`config.mk`:
```
export PLATFORM = sky130hd
export DESIGN_NAME = adc_average_delta_report
export DESIGN_NICKNAME = d
export VERILOG_FILES = /design/src/design/adc_avg_pkg.sv /design/src/design/adc_avg_front.sv /design/src/design/adc_avg_fifo.sv /design/src/design/adc_avg_back.sv /design/src/design/adc_average_delta_report.sv
export SDC_FILE = /design/constraint.sdc
export NUM_CORES = 1
export LEC_CHECK = 0
export ABC_AREA = 1
export BUFFER_PORTS_ARGS = -buffer_cell sky130_fd_sc_hd__buf_2
export CORE_MARGIN = 4
export CORE_UTILIZATION = 55
export DETAILED_ROUTE_END_ITERATION = 10
export GPL_TIMING_DRIVEN = 0
export PLACE_DENSITY_LB_ADDON = 0.05
export SKIP_CTS_REPAIR_TIMING = 1
export SLEW_MARGIN = 10
export SYNTH_ARGS = -nofsm -noshare
export SYNTH_HDL_FRONTEND = slang
export SYNTH_HIERARCHICAL = 1
export SYNTH_SLANG_ARGS = --single-unit
```
`constraint.sdc`:
```
create_clock -name clk -period 7.7 [get_ports clk]
set_input_delay 0.77 -clock clk [delete_from_list [all_inputs] [get_ports clk]]
set_output_delay 0.77 -clock clk [all_outputs]
set_load 0.05 [all_outputs]
```
`src/design/adc_avg_pkg.sv`:
```
// shared types and constants for the adc average / delta report block
// used by adc_avg_front, adc_avg_fifo, adc_avg_back and the top level
package adc_avg_pkg;

  localparam int SAMPLE_W   = 12;
  localparam int CHAN_W     = 2;
  localparam int NUM_DELTAS = 4;
  localparam int CFG_IDX_W  = 3;
  localparam int CFG_DATA_W = 12;

  // configuration register indexes
  localparam logic [CFG_IDX_W-1:0] REG_CHANNEL_ENABLE = 3'd0;
  localparam logic [CFG_IDX_W-1:0] REG_DELTA_CH0      = 3'd1;
  localparam logic [CFG_IDX_W-1:0] REG_DELTA_CH3      = 3'd4;

  // request queue between front and back
  localparam int FIFO_DEPTH = 4;
  localparam int FIFO_PTR_W = 2;

  // quotient bits resolved per divider cycle
  localparam int DIV_STEP = 4;

  typedef logic [SAMPLE_W-1:0] level_t;

  typedef struct packed {
    logic [CHAN_W-1:0] chan;
    level_t            sample;
  } item_t;

  typedef struct packed {
    level_t [NUM_DELTAS-1:0] delta;
    logic [NUM_DELTAS-1:0]   clr;
  } cfg_t;

  typedef enum logic [2:0] {
    B_IDLE,
    B_READ,
    B_UPDATE,
    B_DIV,
    B_CMP
  } back_state_t;

endpackage

```
`src/design/adc_avg_front.sv`:
```
// front end: configuration registers, input accept and channel filtering
// depends on adc_avg_pkg
module adc_avg_front #(
  parameter int CHANNELS = 4
) (
  input  logic                                 clk,
  input  logic                                 rst,
  input  logic                                 s_axis_tvalid,
  output logic                                 s_axis_tready,
  input  adc_avg_pkg::item_t                   in_item,
  input  logic                                 wr_en,
  input  logic [adc_avg_pkg::CFG_IDX_W-1:0]    wr_index,
  input  logic [adc_avg_pkg::CFG_DATA_W-1:0]   wr_data,
  input  logic                                 fifo_full,
  output logic                                 push,
  output adc_avg_pkg::item_t                   push_item,
  output adc_avg_pkg::cfg_t                    cfg
);
  import adc_avg_pkg::*;

  logic [NUM_DELTAS-1:0] channel_enable;
  level_t [NUM_DELTAS-1:0] delta;
  logic [CHAN_W-1:0] delta_sel;
  logic chan_ok;

  assign delta_sel = CHAN_W'(wr_index - REG_DELTA_CH0);

  // configuration writes
  always_ff @(posedge clk) begin
    if (rst) begin
      channel_enable <= '0;
      delta          <= '0;
    end else if (wr_en) begin
      if (wr_index == REG_CHANNEL_ENABLE) begin
        channel_enable <= wr_data[NUM_DELTAS-1:0];
      end else if (wr_index inside {[REG_DELTA_CH0:REG_DELTA_CH3]}) begin
        delta[delta_sel] <= wr_data;
      end
    end
  end

  // channels turning on get their last level cleared in the back end
  always_comb begin
    cfg.delta = delta;
    cfg.clr   = '0;
    if (wr_en && wr_index == REG_CHANNEL_ENABLE) begin
      cfg.clr = wr_data[NUM_DELTAS-1:0] & ~channel_enable;
    end
  end

  // accept while the queue has room, keep only enabled channels
  assign chan_ok       = (32'(in_item.chan) < CHANNELS) && channel_enable[in_item.chan];
  assign s_axis_tready = !fifo_full;
  assign push          = s_axis_tvalid && !fifo_full && chan_ok;
  assign push_item     = in_item;

endmodule

```
`src/design/adc_avg_fifo.sv`:
```
// short request queue between front and back end
// depends on adc_avg_pkg
module adc_avg_fifo (
  input  logic               clk,
  input  logic               rst,
  input  logic               push,
  input  adc_avg_pkg::item_t push_item,
  output logic               full,
  input  logic               pop,
  output adc_avg_pkg::item_t pop_item,
  output logic               empty
);
  import adc_avg_pkg::*;

  item_t                 slots [FIFO_DEPTH];
  logic [FIFO_PTR_W-1:0] wr_ptr;
  logic [FIFO_PTR_W-1:0] rd_ptr;
  logic [FIFO_PTR_W:0]   count;
  logic                  do_push;
  logic                  do_pop;

  assign full     = (count == (FIFO_PTR_W + 1)'(FIFO_DEPTH));
  assign empty    = (count == '0);
  assign do_push  = push && !full;
  assign do_pop   = pop && !empty;
  assign pop_item = slots[rd_ptr];

  // pointers and fill count
  always_ff @(posedge clk) begin
    if (rst) begin
      wr_ptr <= '0;
      rd_ptr <= '0;
      count  <= '0;
    end else begin
      if (do_push) wr_ptr <= wr_ptr + 1'b1;
      if (do_pop)  rd_ptr <= rd_ptr + 1'b1;
      if (do_push && !do_pop) count <= count + 1'b1;
      else if (!do_push && do_pop) count <= count - 1'b1;
    end
  end

  // storage
  always_ff @(posedge clk) begin
    if (do_push) slots[wr_ptr] <= push_item;
  end

endmodule

```
`src/design/adc_avg_back.sv`:
```
// back end: sample rings, running sums, divider, deadband compare, output register
// depends on adc_avg_pkg
module adc_avg_back #(
  parameter int CHANNELS    = 4,
  parameter int AVG_SAMPLES = 8
) (
  input  logic                              clk,
  input  logic                              rst,
  input  adc_avg_pkg::cfg_t                 cfg,
  input  logic                              fifo_empty,
  input  adc_avg_pkg::item_t                pop_item,
  output logic                              pop,
  output logic                              m_axis_tvalid,
  input  logic                              m_axis_tready,
  output logic [adc_avg_pkg::CHAN_W-1:0]    report_chan,
  output adc_avg_pkg::level_t               report_level
);
  import adc_avg_pkg::*;

  localparam int CH_IW   = (CHANNELS > 1) ? $clog2(CHANNELS) : 1;
  localparam int HEAD_W  = (AVG_SAMPLES > 1) ? $clog2(AVG_SAMPLES) : 1;
  localparam int CNT_W   = $clog2(AVG_SAMPLES + 1);
  localparam int SUM_W   = SAMPLE_W + ((AVG_SAMPLES > 1) ? $clog2(AVG_SAMPLES) : 0);
  localparam int DIV_CYC = (SUM_W + DIV_STEP - 1) / DIV_STEP;
  localparam int DIV_W   = DIV_CYC * DIV_STEP;
  localparam int DC_W    = (DIV_CYC > 1) ? $clog2(DIV_CYC) : 1;
  localparam int DEPTH   = CHANNELS * AVG_SAMPLES;
  localparam int ADDR_W  = (DEPTH > 1) ? $clog2(DEPTH) : 1;

  back_state_t state;
  back_state_t state_next;

  // per channel state
  logic [HEAD_W-1:0] head       [CHANNELS];
  logic [CNT_W-1:0]  fill       [CHANNELS];
  logic [SUM_W-1:0]  sum        [CHANNELS];
  level_t            last_level [CHANNELS];

  // sample rings
  level_t ring [DEPTH];
  level_t old_sample;

  logic [CHAN_W-1:0] cur_chan;
  level_t            cur_sample;
  logic [CH_IW-1:0]  ch_idx;
  logic [ADDR_W-1:0] addr;

  // divider
  logic [DIV_W-1:0] div_q;
  logic [CNT_W-1:0] div_rem;
  logic [CNT_W-1:0] div_d;
  logic [DC_W-1:0]  div_cnt;
  logic [DIV_W-1:0] div_q_next;
  logic [CNT_W-1:0] div_rem_next;

  logic             ring_full;
  logic [SUM_W-1:0] sum_next;
  logic [CNT_W-1:0] fill_next;
  level_t           level;
  level_t           last;
  level_t           delta;
  logic             fire;
  logic             out_load;
  logic [CHANNELS-1:0] clr_ext;

  assign ch_idx  = CH_IW'(cur_chan);
  assign addr    = ADDR_W'(32'(ch_idx) * AVG_SAMPLES + 32'(head[ch_idx]));
  assign clr_ext = CHANNELS'(cfg.clr);

  // running sum update
  assign ring_full = (fill[ch_idx] == CNT_W'(AVG_SAMPLES));
  assign sum_next  = ring_full ? sum[ch_idx] - SUM_W'(old_sample) + SUM_W'(cur_sample)
                               : sum[ch_idx] + SUM_W'(cur_sample);
  assign fill_next = ring_full ? fill[ch_idx] : fill[ch_idx] + 1'b1;

  // restoring division, several quotient bits per cycle
  always_comb begin
    logic [CNT_W:0] sh;
    div_q_next   = div_q;
    div_rem_next = div_rem;
    for (int k = 0; k < DIV_STEP; k++) begin
      sh         = {div_rem_next, div_q_next[DIV_W-1]};
      div_q_next = {div_q_next[DIV_W-2:0], 1'b0};
      if (sh >= {1'b0, div_d}) begin
        sh            = sh - {1'b0, div_d};
        div_q_next[0] = 1'b1;
      end
      div_rem_next = sh[CNT_W-1:0];
    end
  end

  // deadband compare against the last reported level
  assign level = div_q[SAMPLE_W-1:0];
  assign last  = last_level[ch_idx];
  assign delta = cfg.delta[cur_chan];
  always_comb begin
    fire = 1'b0;
    if (level > last) begin
      fire = ({1'b0, last} + {1'b0, delta}) < {1'b0, level};
    end else if (level < last) begin
      fire = (last >= delta) && ((last - delta) > level);
    end
  end

  // next state
  always_comb begin
    state_next = state;
    case (state)
      B_IDLE:   if (!fifo_empty) state_next = B_READ;
      B_READ:   state_next = B_UPDATE;
      B_UPDATE: state_next = B_DIV;
      B_DIV:    if (div_cnt == DC_W'(DIV_CYC - 1)) state_next = B_CMP;
      B_CMP:    if (!fire || !m_axis_tvalid || m_axis_tready) state_next = B_IDLE;
      default:  state_next = B_IDLE;
    endcase
  end

  // control outputs
  always_comb begin
    pop      = 1'b0;
    out_load = 1'b0;
    case (state)
      B_IDLE:  pop = !fifo_empty;
      B_CMP:   out_load = fire && (!m_axis_tvalid || m_axis_tready);
      default: begin
        pop      = 1'b0;
        out_load = 1'b0;
      end
    endcase
  end

  always_ff @(posedge clk) begin
    if (rst) state <= B_IDLE;
    else     state <= state_next;
  end

  // ring memory: read old entry, then overwrite it
  always_ff @(posedge clk) begin
    if (state == B_READ)   old_sample <= ring[addr];
    if (state == B_UPDATE) ring[addr] <= cur_sample;
  end

  // request latch and divider registers
  always_ff @(posedge clk) begin
    if (pop) begin
      cur_chan   <= pop_item.chan;
      cur_sample <= pop_item.sample;
    end
    if (state == B_UPDATE) begin
      div_q   <= DIV_W'(sum_next);
      div_rem <= '0;
      div_d   <= fill_next;
    end else if (state == B_DIV) begin
      div_q   <= div_q_next;
      div_rem <= div_rem_next;
    end
  end

  always_ff @(posedge clk) begin
    if (rst) begin
      div_cnt <= '0;
    end else if (state == B_DIV) begin
      div_cnt <= (div_cnt == DC_W'(DIV_CYC - 1)) ? '0 : div_cnt + 1'b1;
    end
  end

  // per channel head, fill count, sum and last level
  always_ff @(posedge clk) begin
    if (rst) begin
      for (int c = 0; c < CHANNELS; c++) begin
        head[c]       <= '0;
        fill[c]       <= '0;
        sum[c]        <= '0;
        last_level[c] <= '0;
      end
    end else begin
      for (int c = 0; c < CHANNELS; c++) begin
        if (clr_ext[c]) last_level[c] <= '0;
      end
      if (state == B_UPDATE) begin
        head[ch_idx] <= (head[ch_idx] == HEAD_W'(AVG_SAMPLES - 1)) ? '0
                                                                   : head[ch_idx] + 1'b1;
        fill[ch_idx] <= fill_next;
        sum[ch_idx]  <= sum_next;
      end
      if (out_load) last_level[ch_idx] <= level;
    end
  end

  // output register
  always_ff @(posedge clk) begin
    if (rst) begin
      m_axis_tvalid <= 1'b0;
    end else if (out_load) begin
      m_axis_tvalid <= 1'b1;
    end else if (m_axis_tready) begin
      m_axis_tvalid <= 1'b0;
    end
  end

  always_ff @(posedge clk) begin
    if (out_load) begin
      report_chan  <= cur_chan;
      report_level <= level;
    end
  end

endmodule

```
`src/design/adc_average_delta_report.sv`:
```
// Per-channel moving average of converter samples with a deadband change report.
// Each accepted sample for an enabled channel goes into that channel's ring of the
// last AVG_SAMPLES samples; the average of the filled entries is compared with the
// last reported level and a request {channel, level} is sent when it moved by more
// than the channel's delta. The front end takes one sample per cycle while its
// four-entry queue has room; samples for disabled channels are dropped at once.
// The back end handles one kept sample at a time and does not take the next before
// it is through: queue pop, ring read, sum update, the divider at four quotient
// bits per cycle, and the compare. A pending output holds only the compare.
module adc_average_delta_report #(
  parameter int CHANNELS    = 4,
  parameter int AVG_SAMPLES = 8
) (
  input  logic        clk,
  input  logic        rst,
  input  logic        s_axis_tvalid,
  output logic        s_axis_tready,
  input  logic [15:0] s_axis_tdata,  // chan[1:0], raw_sample[13:2], zero[15:14]
  output logic        m_axis_tvalid,
  input  logic        m_axis_tready,
  output logic [15:0] m_axis_tdata,  // report_chan[1:0], report_level[13:2], zero[15:14]
  input  logic        wr_en,
  input  logic [2:0]  wr_index,
  input  logic [11:0] wr_data
);
  import adc_avg_pkg::*;

  item_t             in_item;
  item_t             push_item;
  item_t             pop_item;
  cfg_t              cfg;
  logic              push;
  logic              pop;
  logic              fifo_full;
  logic              fifo_empty;
  logic [CHAN_W-1:0] report_chan;
  level_t            report_level;

  assign in_item.chan   = s_axis_tdata[CHAN_W-1:0];
  assign in_item.sample = s_axis_tdata[CHAN_W+SAMPLE_W-1:CHAN_W];
  assign m_axis_tdata   = {2'b00, report_level, report_chan};

  adc_avg_front #(
    .CHANNELS (CHANNELS)
  ) u_front (
    .clk           (clk),
    .rst           (rst),
    .s_axis_tvalid (s_axis_tvalid),
    .s_axis_tready (s_axis_tready),
    .in_item       (in_item),
    .wr_en         (wr_en),
    .wr_index      (wr_index),
    .wr_data       (wr_data),
    .fifo_full     (fifo_full),
    .push          (push),
    .push_item     (push_item),
    .cfg           (cfg)
  );

  adc_avg_fifo u_fifo (
    .clk       (clk),
    .rst       (rst),
    .push      (push),
    .push_item (push_item),
    .full      (fifo_full),
    .pop       (pop),
    .pop_item  (pop_item),
    .empty     (fifo_empty)
  );

  adc_avg_back #(
    .CHANNELS    (CHANNELS),
    .AVG_SAMPLES (AVG_SAMPLES)
  ) u_back (
    .clk           (clk),
    .rst           (rst),
    .cfg           (cfg),
    .fifo_empty    (fifo_empty),
    .pop_item      (pop_item),
    .pop           (pop),
    .m_axis_tvalid (m_axis_tvalid),
    .m_axis_tready (m_axis_tready),
    .report_chan   (report_chan),
    .report_level  (report_level)
  );

endmodule

```
* Word level (Yosys, flattened, before mapping)
Memory sizes are Yosys's and may differ from the RTL's. A register that Yosys moved wholly into a read port is not among the register bits.
Cells that the tools add are included.
** Storage, ports and cells
- Bits in registers :: 103
- Bits in writable memories :: 576
- Input port bits :: 36
- Output and inout port bits :: 18
- Word-level logic and storage cells :: 176
- Memories :: 6
** Cells by class
- Add/subtract/negate cells :: 18
- Magnitude comparators :: 15
- Equality and inequality tests :: 11
- Muxes and demuxes :: 70
- Bitwise operators :: 7
- Reductions and logical operators :: 32
** Memories
- u_back.ring :: words 32, width 12, read ports 1, clocked after memory_dff 1, write ports 1, line adc_avg_back.sv:40 : level_t ring [DEPTH];
- u_back.sum :: words 4, width 15, read ports 1, clocked after memory_dff 0, write ports 4, line adc_avg_back.sv:36 : logic [SUM_W-1:0] sum [CHANNELS];
- u_fifo.slots :: words 4, width 14, read ports 1, clocked after memory_dff 1, write ports 1, line adc_avg_fifo.sv:15 : item_t slots [FIFO_DEPTH];
- u_back.last_level :: words 4, width 12, read ports 1, clocked after memory_dff 0, write ports 5, line adc_avg_back.sv:37 : level_t last_level [CHANNELS];
- u_back.fill :: words 4, width 4, read ports 1, clocked after memory_dff 0, write ports 4, line adc_avg_back.sv:35 : logic [CNT_W-1:0] fill [CHANNELS];
- u_back.head :: words 4, width 3, read ports 1, clocked after memory_dff 0, write ports 4, line adc_avg_back.sv:34 : logic [HEAD_W-1:0] head [CHANNELS];
** Operators by type and width (number)
- 12-bit two-way mux :: 6
- 15-bit two-way mux :: 4
- 48-bit bitwise mux :: 1
- 1-bit two-way mux :: 37
- 15-bit by 12-bit adder with 15-bit output :: 2
- 4-bit two-way mux :: 7
- 12-bit binary-select mux with 2-bit select :: 1
- 12-bit demux with 2-bit select :: 1
- 12-bit greater-than comparator :: 2
- 3-bit two-way mux :: 7
- 5-bit by 4-bit greater-or-equal comparator with 1-bit output :: 4
- 4-bit subtractor :: 4
- 3-bit one-hot mux with 5 select lines :: 1
- 15-bit OR reduction :: 1
- 15-bit by 12-bit subtractor with 15-bit output :: 1
- 12-bit by 12-bit adder with 13-bit output :: 1
- 13-bit by 12-bit < comparator with 1-bit output :: 1
- 12-bit greater-or-equal comparator :: 1
- 12-bit < comparator :: 1
- 12-bit subtractor :: 1
- 1-bit logical AND :: 11
- 3-bit == test, second input constant :: 3
- 3-bit zero test :: 3
- 2-bit by 3-bit < comparator with 1-bit output, second input constant :: 3
- 28 further kinds :: 49

* Logic depth before layout (Yosys ltp)
Gate-level depths: netlist of run 1.
- Depth after elaboration :: 12
- Depth in mapped cells :: 41
- Depth with buffers taken out :: 41

* Modules after synthesis
Netlist of run 1, hierarchy kept.
** Modules (own cells, without submodules)
- adc_avg_back :: instances 1, cells each 2620, area an instance 28522.4 um^2
- adc_avg_fifo :: instances 1, cells each 205, area an instance 2698.8 um^2
- adc_avg_front :: instances 1, cells each 345, area an instance 2382.3 um^2
- adc_average_delta_report :: instances 1, cells each 3, area an instance 18.8 um^2

* Least setup slack after synthesis of run 1
No wires, ideal clock.
- Path type :: reg2reg
- From :: reg u_back.div_d[1]
- To :: reg u_back.div_q[0] (data pin)
- Library setup time :: 0.268 ns
- Data arrival time :: 5.230 ns
- Slack :: 2.202 ns
- Stages on the path, launching flop included :: 39
- Buffers on the path :: 0
- Cell sequence :: edfxtp_1 -> inv_1 -> ha_1 -> nand2_1 -> clkinv_1 -> nand2_1 -> nand2_1 -> nand2_2 -> nand2_2 -> o21ai_0 -> inv_1 -> ha_1 -> a21oi_1 -> o21bai_1 -> nor2_1 -> nand2_1 -> nor2_2 -> nand2_1 -> [3 not listed] -> a21oi_1 -> o21a_1 -> nand2_1 -> a21oi_1 -> inv_1 -> nor2_1 -> nand3_1 -> nand2_1 -> inv_1 -> ha_1 -> nand2_1 -> nor2_1 -> a211oi_1 -> nor2_1 -> nor3_1 -> nand3_2 -> nand2_1 -> o21ai_0
** Between the ends
- Longest elaborated chain between the ends :: 10
** RTL lines
- start, declared :: line adc_avg_back.sv:51 : logic [CNT_W-1:0] div_d;
- start signal, assigned :: line adc_avg_back.sv:152 : div_d <= fill_next;
- 4-bit subtractor / 5-bit by 4-bit greater-or-equal comparator with 1-bit output (equally long branches) :: line adc_avg_back.sv:85, adc_avg_back.sv:84
- 4-bit two-way mux :: line adc_avg_back.sv:84 : if (sh >= {1'b0, div_d}) begin
- 4-bit subtractor / 5-bit by 4-bit greater-or-equal comparator with 1-bit output (equally long branches) :: line adc_avg_back.sv:85, adc_avg_back.sv:84
- 4-bit two-way mux :: line adc_avg_back.sv:84
- 4-bit subtractor / 5-bit by 4-bit greater-or-equal comparator with 1-bit output (equally long branches) :: line adc_avg_back.sv:85, adc_avg_back.sv:84
- 4-bit two-way mux :: line adc_avg_back.sv:84
- 5-bit by 4-bit greater-or-equal comparator with 1-bit output (*) :: line adc_avg_back.sv:84
- 1-bit two-way mux (*) :: line adc_avg_back.sv:84
- 15-bit two-way mux (*) :: line adc_avg_back.sv:153 : end else if (state == B_DIV) begin
- 15-bit two-way mux (*) :: line adc_avg_back.sv:149 : if (state == B_UPDATE) begin
- end signal, assigned :: line adc_avg_back.sv:150 : div_q <= DIV_W'(sum_next);
- end signal, assigned :: line adc_avg_back.sv:154 : div_q <= div_q_next;
- end, declared :: line adc_avg_back.sv:49 : logic [DIV_W-1:0] div_q;
Mark *: on every way between the ends. The rest lies on a longest branch, timed or not. The select of a mux whose other input is x is not followed.
A chain may end at the register's enable or synchronous reset.

==> results of run 1 <==
[final timing paths]
check	start	endpoint	slack [ps]	depth (start not counted)
worst max-delay path	register	u_back/last_level[0][3]	660	28
worst min-delay path	s_axis_tdata[10]	u_fifo/slots[3][8]	360	1
worst max register to register	register	u_back/last_level[0][3]	660	28
worst min register to register	u_back/div_rem[3]	u_back/div_rem[3]	470	2
[state kept, by name, indices dropped and copies added, names as in the netlist, 3 cells and up, named ones only]
register                flops
u_back/div_q               16
u_back/ring               384
u_back/last_level          48
u_back/cur_sample          12
u_back/div_rem              4
u_back/head                12
u_back/state                3
u_back/fill                16
u_back/div_d                4
u_back/old_sample          12
u_front/cfg                48
u_fifo/slots               56
u_back/report_level        12
u_fifo/count                3
u_back/sum                 60
u_front/channel_enable      4
[kinds of logic after synthesis]
family          synth area share, %
simple gates                   14.8
flops                          61.1
compound gates                 11.2
buf+inv                        6.24
fa+ha+maj                      5.51
xor+xnor                       1.12
mux                          0.0633
other cells                  0.0112
[layer usage]
layer  vias to the layer above  GRT usage (%)
met1                     11900           38.7
li1                      11300              -
met2                      1087           47.2
met4                         2           12.7
met5                         -              0
met3                       214           4.45
[layout by cell type, fill, tap and decap left out, types with 6 or more instances in the layout]
cell / netlist / routed
sky130_fd_sc_hd__clkinv_2: 0 / 14
sky130_fd_sc_hd__nand4_1: 33 / 33
sky130_fd_sc_hd__buf_2: 57 / 92
sky130_fd_sc_hd__o21bai_1: 6 / 6
sky130_fd_sc_hd__inv_2: 17 / 17
sky130_fd_sc_hd__clkbuf_16: 0 / 76
sky130_fd_sc_hd__clkbuf_1: 58 / 70
sky130_fd_sc_hd__a32oi_1: 24 / 24
sky130_fd_sc_hd__nand3_1: 97 / 97
sky130_fd_sc_hd__buf_8: 0 / 6
sky130_fd_sc_hd__o22ai_1: 101 / 101
sky130_fd_sc_hd__or2_1: 6 / 6
sky130_fd_sc_hd__buf_4: 28 / 31
sky130_fd_sc_hd__nor3_2: 6 / 7
sky130_fd_sc_hd__fa_1: 20 / 20
sky130_fd_sc_hd__a22oi_1: 20 / 20
sky130_fd_sc_hd__bufinv_16: 0 / 12
sky130_fd_sc_hd__inv_1: 279 / 279
sky130_fd_sc_hd__edfxtp_1: 635 / 635
sky130_fd_sc_hd__nor2_2: 3 / 19
sky130_fd_sc_hd__a21o_1: 6 / 6
sky130_fd_sc_hd__xor2_1: 32 / 32
sky130_fd_sc_hd__nand2_2: 13 / 13
sky130_fd_sc_hd__a31oi_1: 8 / 8
sky130_fd_sc_hd__nor3_1: 63 / 62
sky130_fd_sc_hd__xnor2_1: 11 / 11
sky130_fd_sc_hd__nand2_1: 425 / 425
sky130_fd_sc_hd__a21oi_1: 112 / 112
sky130_fd_sc_hd__o22ai_2: 10 / 10
sky130_fd_sc_hd__dfxtp_1: 74 / 74
sky130_fd_sc_hd__a22o_1: 33 / 33
sky130_fd_sc_hd__o21ai_1: 140 / 142
sky130_fd_sc_hd__clkinv_1: 1 / 13
sky130_fd_sc_hd__nor2_1: 509 / 493
sky130_fd_sc_hd__buf_6: 20 / 21
sky130_fd_sc_hd__o21ai_2: 6 / 6
sky130_fd_sc_hd__and2_1: 11 / 11
sky130_fd_sc_hd__o21ai_0: 146 / 143
sky130_fd_sc_hd__ha_1: 116 / 116
[cell type report]
cell class	instances	area (sq um)
Buffer	170	982
Clock buffer	88	1940
Clock inverter	47	571
Fill cell	4854	22800
Inverter	297	1110
Multi-Input combinational cell	1998	11000
Sequential cell	709	20500
Tap cell	782	978
Timing Repair Buffer	52	482
[Yosys cell counts (28+ instances only)]
| cell | number | area share (%) |
|---|---|---|
| sky130_fd_sc_hd__xor2_1 | 32 | 0.83 |
| sky130_fd_sc_hd__o21ai_1 | 140 | 2.1 |
| sky130_fd_sc_hd__o22ai_1 | 101 | 1.9 |
| sky130_fd_sc_hd__o21ai_0 | 146 | 2.2 |
| sky130_fd_sc_hd__nand3_1 | 97 | 1.4 |
| sky130_fd_sc_hd__a22o_1 | 33 | 0.86 |
| sky130_fd_sc_hd__nand2_1 | 425 | 4.7 |
| sky130_fd_sc_hd__inv_1 | 279 | 3.1 |
| sky130_fd_sc_hd__ha_1 | 116 | 4.3 |
| sky130_fd_sc_hd__nor3_1 | 63 | 0.94 |
| sky130_fd_sc_hd__nand4_1 | 33 | 0.61 |
| sky130_fd_sc_hd__dfxtp_1 | 74 | 4.4 |
| sky130_fd_sc_hd__edfxtp_1 | 635 | 57 |
| sky130_fd_sc_hd__clkbuf_1 | 58 | 0.65 |
| sky130_fd_sc_hd__nor2_1 | 509 | 5.7 |
| sky130_fd_sc_hd__buf_2 | 57 | 0.85 |
| sky130_fd_sc_hd__a21oi_1 | 112 | 1.7 |
| sky130_fd_sc_hd__buf_4 | 28 | 0.63 |
[stage by stage]
stage	utilization (%)	hold slack [ps]	cell area (sq um)	instances
finish	62.3	357	37700	4143
global route	62.3	339	37700	4143
CTS	62.1	327	37600	4139
detailed placement	58.0	453	35000	4004
global placement	57.5	451	34800	3991
floorplan	-	427	33600	3174
==> summary.md, run 1 <==
| Metric | Value |
|---|---|
| Diodes inserted | `0` |
| Die area | `~65,000 sq um` |
| Critical path's top delay family | `compound AO/OA/AOI/OAI gates` |
| Die X | `255 microns` |
| Max-cap viol count | `0` |
| Largest net degree at the start of global routing | `35` |
| Routed metal-1 wire length | `between 30,000 and 40,000 microns` |
| Port Buf Inserts | `35` |
| Transition time at the pin with the least slew margin | `1340 ps` |
| Clock latency on the worst-skew pair | `620 ps` |
| Post-synth ARST share | `0%` |
| Req. time, crit path | `7910 ps` |
| Number of detailed-route iterations in the first pass | `9` |
| Area added between synthesis and finish | `12.0%` |
| Layout net count | `3,473` |
| Mapped Area | `around 34,000 sq um` |
| Antenna-violating nets left | `0` |
| Instance count of the mapped netlist | `approximately 3,200` |
| Total clock buffers created by CTS | `73` |
| Total setup violations reported at the end of the flow | `0` |
| Sequential element share of the synthesized area | `about three fifths` |
| Final critical-path required period | `about 7000 ps` |
| Placer's final routability congestion estimate | `0.926` |
| Post-route clock period utilization | `91.4%` |
| Number of cell rows | `90` |
| Buffer type at the clock tree root | `sky130_fd_sc_hd__clkbuf_16` |
| Crit path largest cell delay | `~980 ps` |
| Count of pins over their slew limit | `0` |
| DRT iter0 DRCs | `2,406` |
| Element type at the critical path start | `register` |
| Path type of the worst setup path | `register to register` |
| Maximum count of clock buffers along a single path | `3` |
| Worst slack at placement | `874 ps` |
| Core Area | `60,500 sq um` |
| CP endpoint kind | `register` |
| Total length of routed wires | `~96,000 microns` |
| Overall track demand over capacity in global routing | `between 20% and 30%` |
| Hold Path Class | `input port to register` |
| Fmax achieved | `142 MHz` |
| Wire length of the first global-routing pass | `approximately 140,000 microns` |
| Count of pins on the block boundary | `54` |
| Setup repair after global routing missed its margin | `false` |
| Number of synthesized register bits | `709` |
| Crit path setup slack, layout | `665 ps` |
| Maximum fanout along the worst path | `12` |
| Leftover overflow at the end of global routing | `0` |
| Post-CTS clock slew at the launch and capture registers of the worst setup and hold paths | `60 ps` |
| Setup skew after layout | `between 20 and 30 ps` |
| Height of the die | `255 microns` |
| Arrival @ worst endpoint | `7250 ps` |
| DP Wirelength | `67,200 microns` |
| Via count of the first global-routing pass | `approximately 23,000` |
| Routed length per placed instance | `23.1 microns` |
| Violated checks | `design-rule violations` |
| Number of endpoints with negative hold slack in the final report | `0` |
| Slowest stage cell on the critical path | `sky130_fd_sc_hd__o21ai_1` |
| H-tree levels | `3` |
| Fraction of layout cells with a size suffix above 1 | `a little over a tenth` |
| Count of yosys warnings during synthesis | `6` |
| Clock tree sinks | `709` |
| Initial core utilization | `55.6%` |
| Met3 wirelength from detailed routing | `7860 microns` |
| Worst rel slew slack | `10.2%` |
| Synth cell types | `62` |
| Average size of a mapped cell | `10.6 sq um` |
| TritonCTS clock tree | `built` |
| CP bufs+invs | `8` |
| Setup TNS | `0 ps` |
| Vias per cell | `5.92` |
| Remaining design rule violation count | `1` |
| Status | `finished with violations` |
| EDFF count, synth | `roughly 640` |
| Via count | `24,500` |
| Uppermost routed layer | `met5` |
| Antenna violations before repair | `1` |
| Dominant register cell in the synthesized netlist | `sky130_fd_sc_hd__edfxtp_1` |
| Met2 WL | `45,400 microns` |
Power of run 1 is left out: the tool's default activity adds up to more than one toggle a clock period on the data nets, which glitch-free logic cannot reach.
==> run 2: changes to the inputs <==
Settings changed: ABC_AREA 1 to 0, SETUP_SLACK_MARGIN set to 0.3.
==> summary.md, run 2 <==
| Metric | Value |
|---|---|
| Crit path setup slack, layout | `646 ps (-18.2 ps)` |
| # fillers | `4,332 (-11%)` |
| Die area | `63,000 sq um (-3.2%)` |
| Status | `finished, final reports clean` |
| Vias per cell | `6.06 (+2.4%)` |
| Largest area contributor in the synthesized netlist | `sky130_fd_sc_hd__edfxtp_1` |
| Top library cells by usage in the layout, fill and taps aside | `sky130_fd_sc_hd__edfxtp_1, sky130_fd_sc_hd__nor2_1, sky130_fd_sc_hd__mux4_2` |
| Total clock buffers created by CTS | `75 (+2.7%)` |
| Synth cell types | `83 (+34%)` |
| Via count | `18,600 (-24%)` |
| Biggest regs | `u_back/ring (384), u_back/sum (60), u_fifo/slots (56)` |
| Total power divided by cell area | `294 nW/um^2` |
| Flip-flop count of the largest register after layout | `384 (unchanged)` |
| Number of detailed-route iterations in the first pass | `5 (-4)` |
| Initial core utilization | `55.9% (+0.30 points)` |
| Dominant register cell in the synthesized netlist | `sky130_fd_sc_hd__edfxtp_1` |
| Slowest stage cell on the critical path | `sky130_fd_sc_hd__mux4_2` |
| Arrival @ worst endpoint | `7340 ps (+90 ps)` |
| H-tree levels | `3 (unchanged)` |
| EDFF count, synth | `635 (unchanged)` |
| Element type at the critical path start | `register` |
| Worst reg2reg setup slack | `650 ps (-20 ps)` |
| Post-synth ARST share | `0% (unchanged)` |
| Instance count of the mapped netlist | `2,119 (-33%)` |
| Setup skew after layout | `25.2 ps (-1.64 ps)` |
| Via count of the first global-routing pass | `18,700 (-20%)` |
| Commonest cells in the netlist | `sky130_fd_sc_hd__edfxtp_1, sky130_fd_sc_hd__nor2_1, sky130_fd_sc_hd__mux4_2` |
| Cell depth of the worst flop-to-flop path | `21 (-25%)` |
| Number of endpoints with negative hold slack in the final report | `0 (unchanged)` |
| Depth of the worst hold-timing path | `1 (unchanged)` |
| Area added between synthesis and finish | `12.0% (about the same)` |
| Die X | `251 microns (-1.6%)` |
| Number of cell rows | `88 (-2.2%)` |
| Antenna-violating nets left | `0 (unchanged)` |
| Antenna violations before repair | `0 (-1)` |
| Transition time at the pin with the least slew margin | `1280 ps (-58.7 ps)` |
| Leakage dissipation | `between 10 and 15 nW` |
| Wire length of the first global-routing pass | `118,000 microns (-16%)` |
| Port Buf Inserts | `37 (+5.7%)` |
| Diodes inserted | `0 (unchanged)` |
| Routed length per placed instance | `25.5 microns (+10%)` |
| Final critical-path required period | `7050 ps (+18.2 ps)` |
| DRT iter0 DRCs | `1,751 (-27%)` |
| Leading cell type in the layout, fill and taps excluded | `sky130_fd_sc_hd__edfxtp_1` |
| Overall track demand over capacity in global routing | `24.9% (-3.9 points)` |
| CP bufs+invs | `5 (-3)` |
| Leftover overflow at the end of global routing | `0 (unchanged)` |
| Number of synthesized register bits | `709 (unchanged)` |
| Post-CTS clock slew at the launch and capture registers of the worst setup and hold paths | `60 ps (about the same)` |
| Worst slack at placement | `1.61 ps (-873 ps)` |
| Post-route clock period utilization | `91.6% (+0.24 points)` |
| Count of pins on the block boundary | `54 (unchanged)` |
| Register name with the most flops | `u_back/ring` |
| DP Wirelength | `54,000 microns (-20%)` |
| Clock latency on the worst-skew pair | `620 ps (about the same)` |
| Setup repair after global routing missed its margin | `false` |
| Hold worst-path end | `u_fifo/slots[2][6]` |
| Sequential element share of the synthesized area | `63.2% (+2.1 points)` |
| Height of the die | `251 microns (-1.6%)` |
| Fraction of layout cells with a size suffix above 1 | `18.5% (+7.8 points)` |
| Total length of routed wires | `78,300 microns (-18%)` |
| Endpoint of the worst register-to-register path | `u_back/last_level[0][6]` |
| Core Area | `58,100 sq um (-3.9%)` |
| Layout net count | `2,423 (-30%)` |
| IR drop worst, VDD | `around 0.00065 V` |
| Hold_sp | `s_axis_tdata[8]` |
| Fmax achieved | `142 MHz (-0.26%)` |
| Remaining design rule violation count | `0 (-1)` |
| Hold Path Class | `input port to register` |
| Proportion of netlist area held by the largest area contributor | `58.7% (+2.0 points)` |
| List of cells traversed by the critical path | `buf_2, clkbuf_2, buf_2, mux4_2, inv_1, ha_1, inv_1, fa_1, a21o_1, a21oi_1, o21bai_1, a21o_1, a21oi_1, xnor2_1, ha_1, nand4_1, o21a_1, a2111oi_0, nand3_1, a2111oi_2, or3_4` |
| Largest net degree at the start of global routing | `35 (unchanged)` |
| Utilization after layout | `62.6% (+0.35 points)` |
| Placer's final routability congestion estimate | `0.867 (-6.3%)` |
| Clock tree sinks | `709 (unchanged)` |
| Mapped Area | `32,500 sq um (-3.3%)` |
| Worst rel slew slack | `14.1% (+3.9 points)` |
| Crit path largest cell delay | `610 ps (-370 ps)` |
| Average size of a mapped cell | `15.3 sq um (+45%)` |
| TritonCTS clock tree | `built` |
| Total setup violations reported at the end of the flow | `0 (unchanged)` |
| Cell with the most instances after synthesis | `sky130_fd_sc_hd__edfxtp_1` |
| Maximum count of clock buffers along a single path | `3 (unchanged)` |
| Critical path's top delay family | `compound AO/OA/AOI/OAI gates` |
| Path type of the worst setup path | `register to register` |
| Count of pins over their slew limit | `0 (unchanged)` |
| Req. time, crit path | `7990 ps (+80 ps)` |
| Setup TNS | `0 ps (unchanged)` |
| Cells taking the most area after synthesis | `sky130_fd_sc_hd__edfxtp_1, sky130_fd_sc_hd__mux4_2, sky130_fd_sc_hd__dfxtp_1` |
| Max-cap viol count | `0 (unchanged)` |
| Maximum fanout along the worst path | `12 (unchanged)` |
| Count of yosys warnings during synthesis | `6 (unchanged)` |
| CP endpoint kind | `register` |
| Buffer type at the clock tree root | `sky130_fd_sc_hd__clkbuf_16` |
run 2: power by group:
group,switching [W],total [W],internal (W)
logic,0.00155,0.00275,0.00120
registers,0.000102,0.00443,0.00433
clock network,0.00147,0.00351,0.00204
run 2: worst max path at each step:
stage / start / end / slack, ps / cells past startpoint
3_3_place_gp: register / u_back/last_level[0][5] / 40 / 21
6_report: register / u_back/last_level[0][6] / 650 / 21
5_1_grt: register / u_back/last_level[0][9] / 290 / 21
2_1_floorplan: register / u_back/report_chan[0] / 1710 / 21
4_1_cts: register / u_back/last_level[0][0] / -7 / 21
3_5_place_dp: register / u_back/last_level[0][7] / 2 / 21
run 2: layout make-up:
type	instances	area [sq um]	area share (%)
clock buffers	98	2030	5.57
clock inverters	37	349	0.959
multi-input cells	1165	11000	30.1
inverters	141	529	1.45
flip-flops and latches	709	20500	56.4
plain buffers	105	536	1.47
repair buffers	54	490	1.35
well taps	765	957	2.63
run 2: per-layer routing:
metal  global-route usage (%)  share of wire [%]  up-vias
li1                         -                  -     8304
met1                     35.1                 42     9576
met2                     41.0                 49      635
met3                     3.73                6.6      119
met4                     7.56                2.8        0
met5                        0                  0        -
run 2: cell families (layout without fill, tap and decap cells):
family / after synthesis / after routing / synth area share [%]
simple gates: 477 / 477 / 7.52
flops: 709 / 709 / 63.2
compound gates: 271 / 271 / 5.81
other cells: 1 / 2 / 0.0115
fa+ha+maj: 136 / 136 / 5.70
buf+inv: 246 / 435 / 3.26
xor+xnor: 54 / 54 / 1.46
mux: 225 / 225 / 13.0
run 2: through the flow:
step / hold slack (ps) / power [W] / instance area [sq um] / cells
2_1_floorplan: 440 / 0.00657 / 32500 / 2120
3_3_place_gp: 447 / 0.00716 / 33600 / 2922
3_5_place_dp: 464 / 0.00723 / 33800 / 2932
4_1_cts: 325 / 0.0107 / 36200 / 3067
5_1_grt: 334 / 0.0112 / 36400 / 3074
6_report: 362 / 0.0107 / 36400 / 3074
run 2: worst reg2reg max path, cell delays in order, from the launching register on:
cell,delay [ps]
sky130_fd_sc_hd__dfxtp_1,400
sky130_fd_sc_hd__buf_2,360
sky130_fd_sc_hd__clkbuf_2,420
sky130_fd_sc_hd__buf_2,490
sky130_fd_sc_hd__mux4_2,620
sky130_fd_sc_hd__inv_1,80
sky130_fd_sc_hd__ha_1,130
sky130_fd_sc_hd__inv_1,50
sky130_fd_sc_hd__fa_1,400
sky130_fd_sc_hd__a21o_1,190
sky130_fd_sc_hd__a21oi_1,360
sky130_fd_sc_hd__o21bai_1,200
sky130_fd_sc_hd__a21o_1,210
sky130_fd_sc_hd__a21oi_1,160
sky130_fd_sc_hd__xnor2_1,90
sky130_fd_sc_hd__ha_1,310
sky130_fd_sc_hd__nand4_1,180
sky130_fd_sc_hd__o21a_1,260
sky130_fd_sc_hd__a2111oi_0,410
sky130_fd_sc_hd__nand3_1,450
sky130_fd_sc_hd__a2111oi_2,600
sky130_fd_sc_hd__or3_4,360
(Power assumes the default switching activity.)
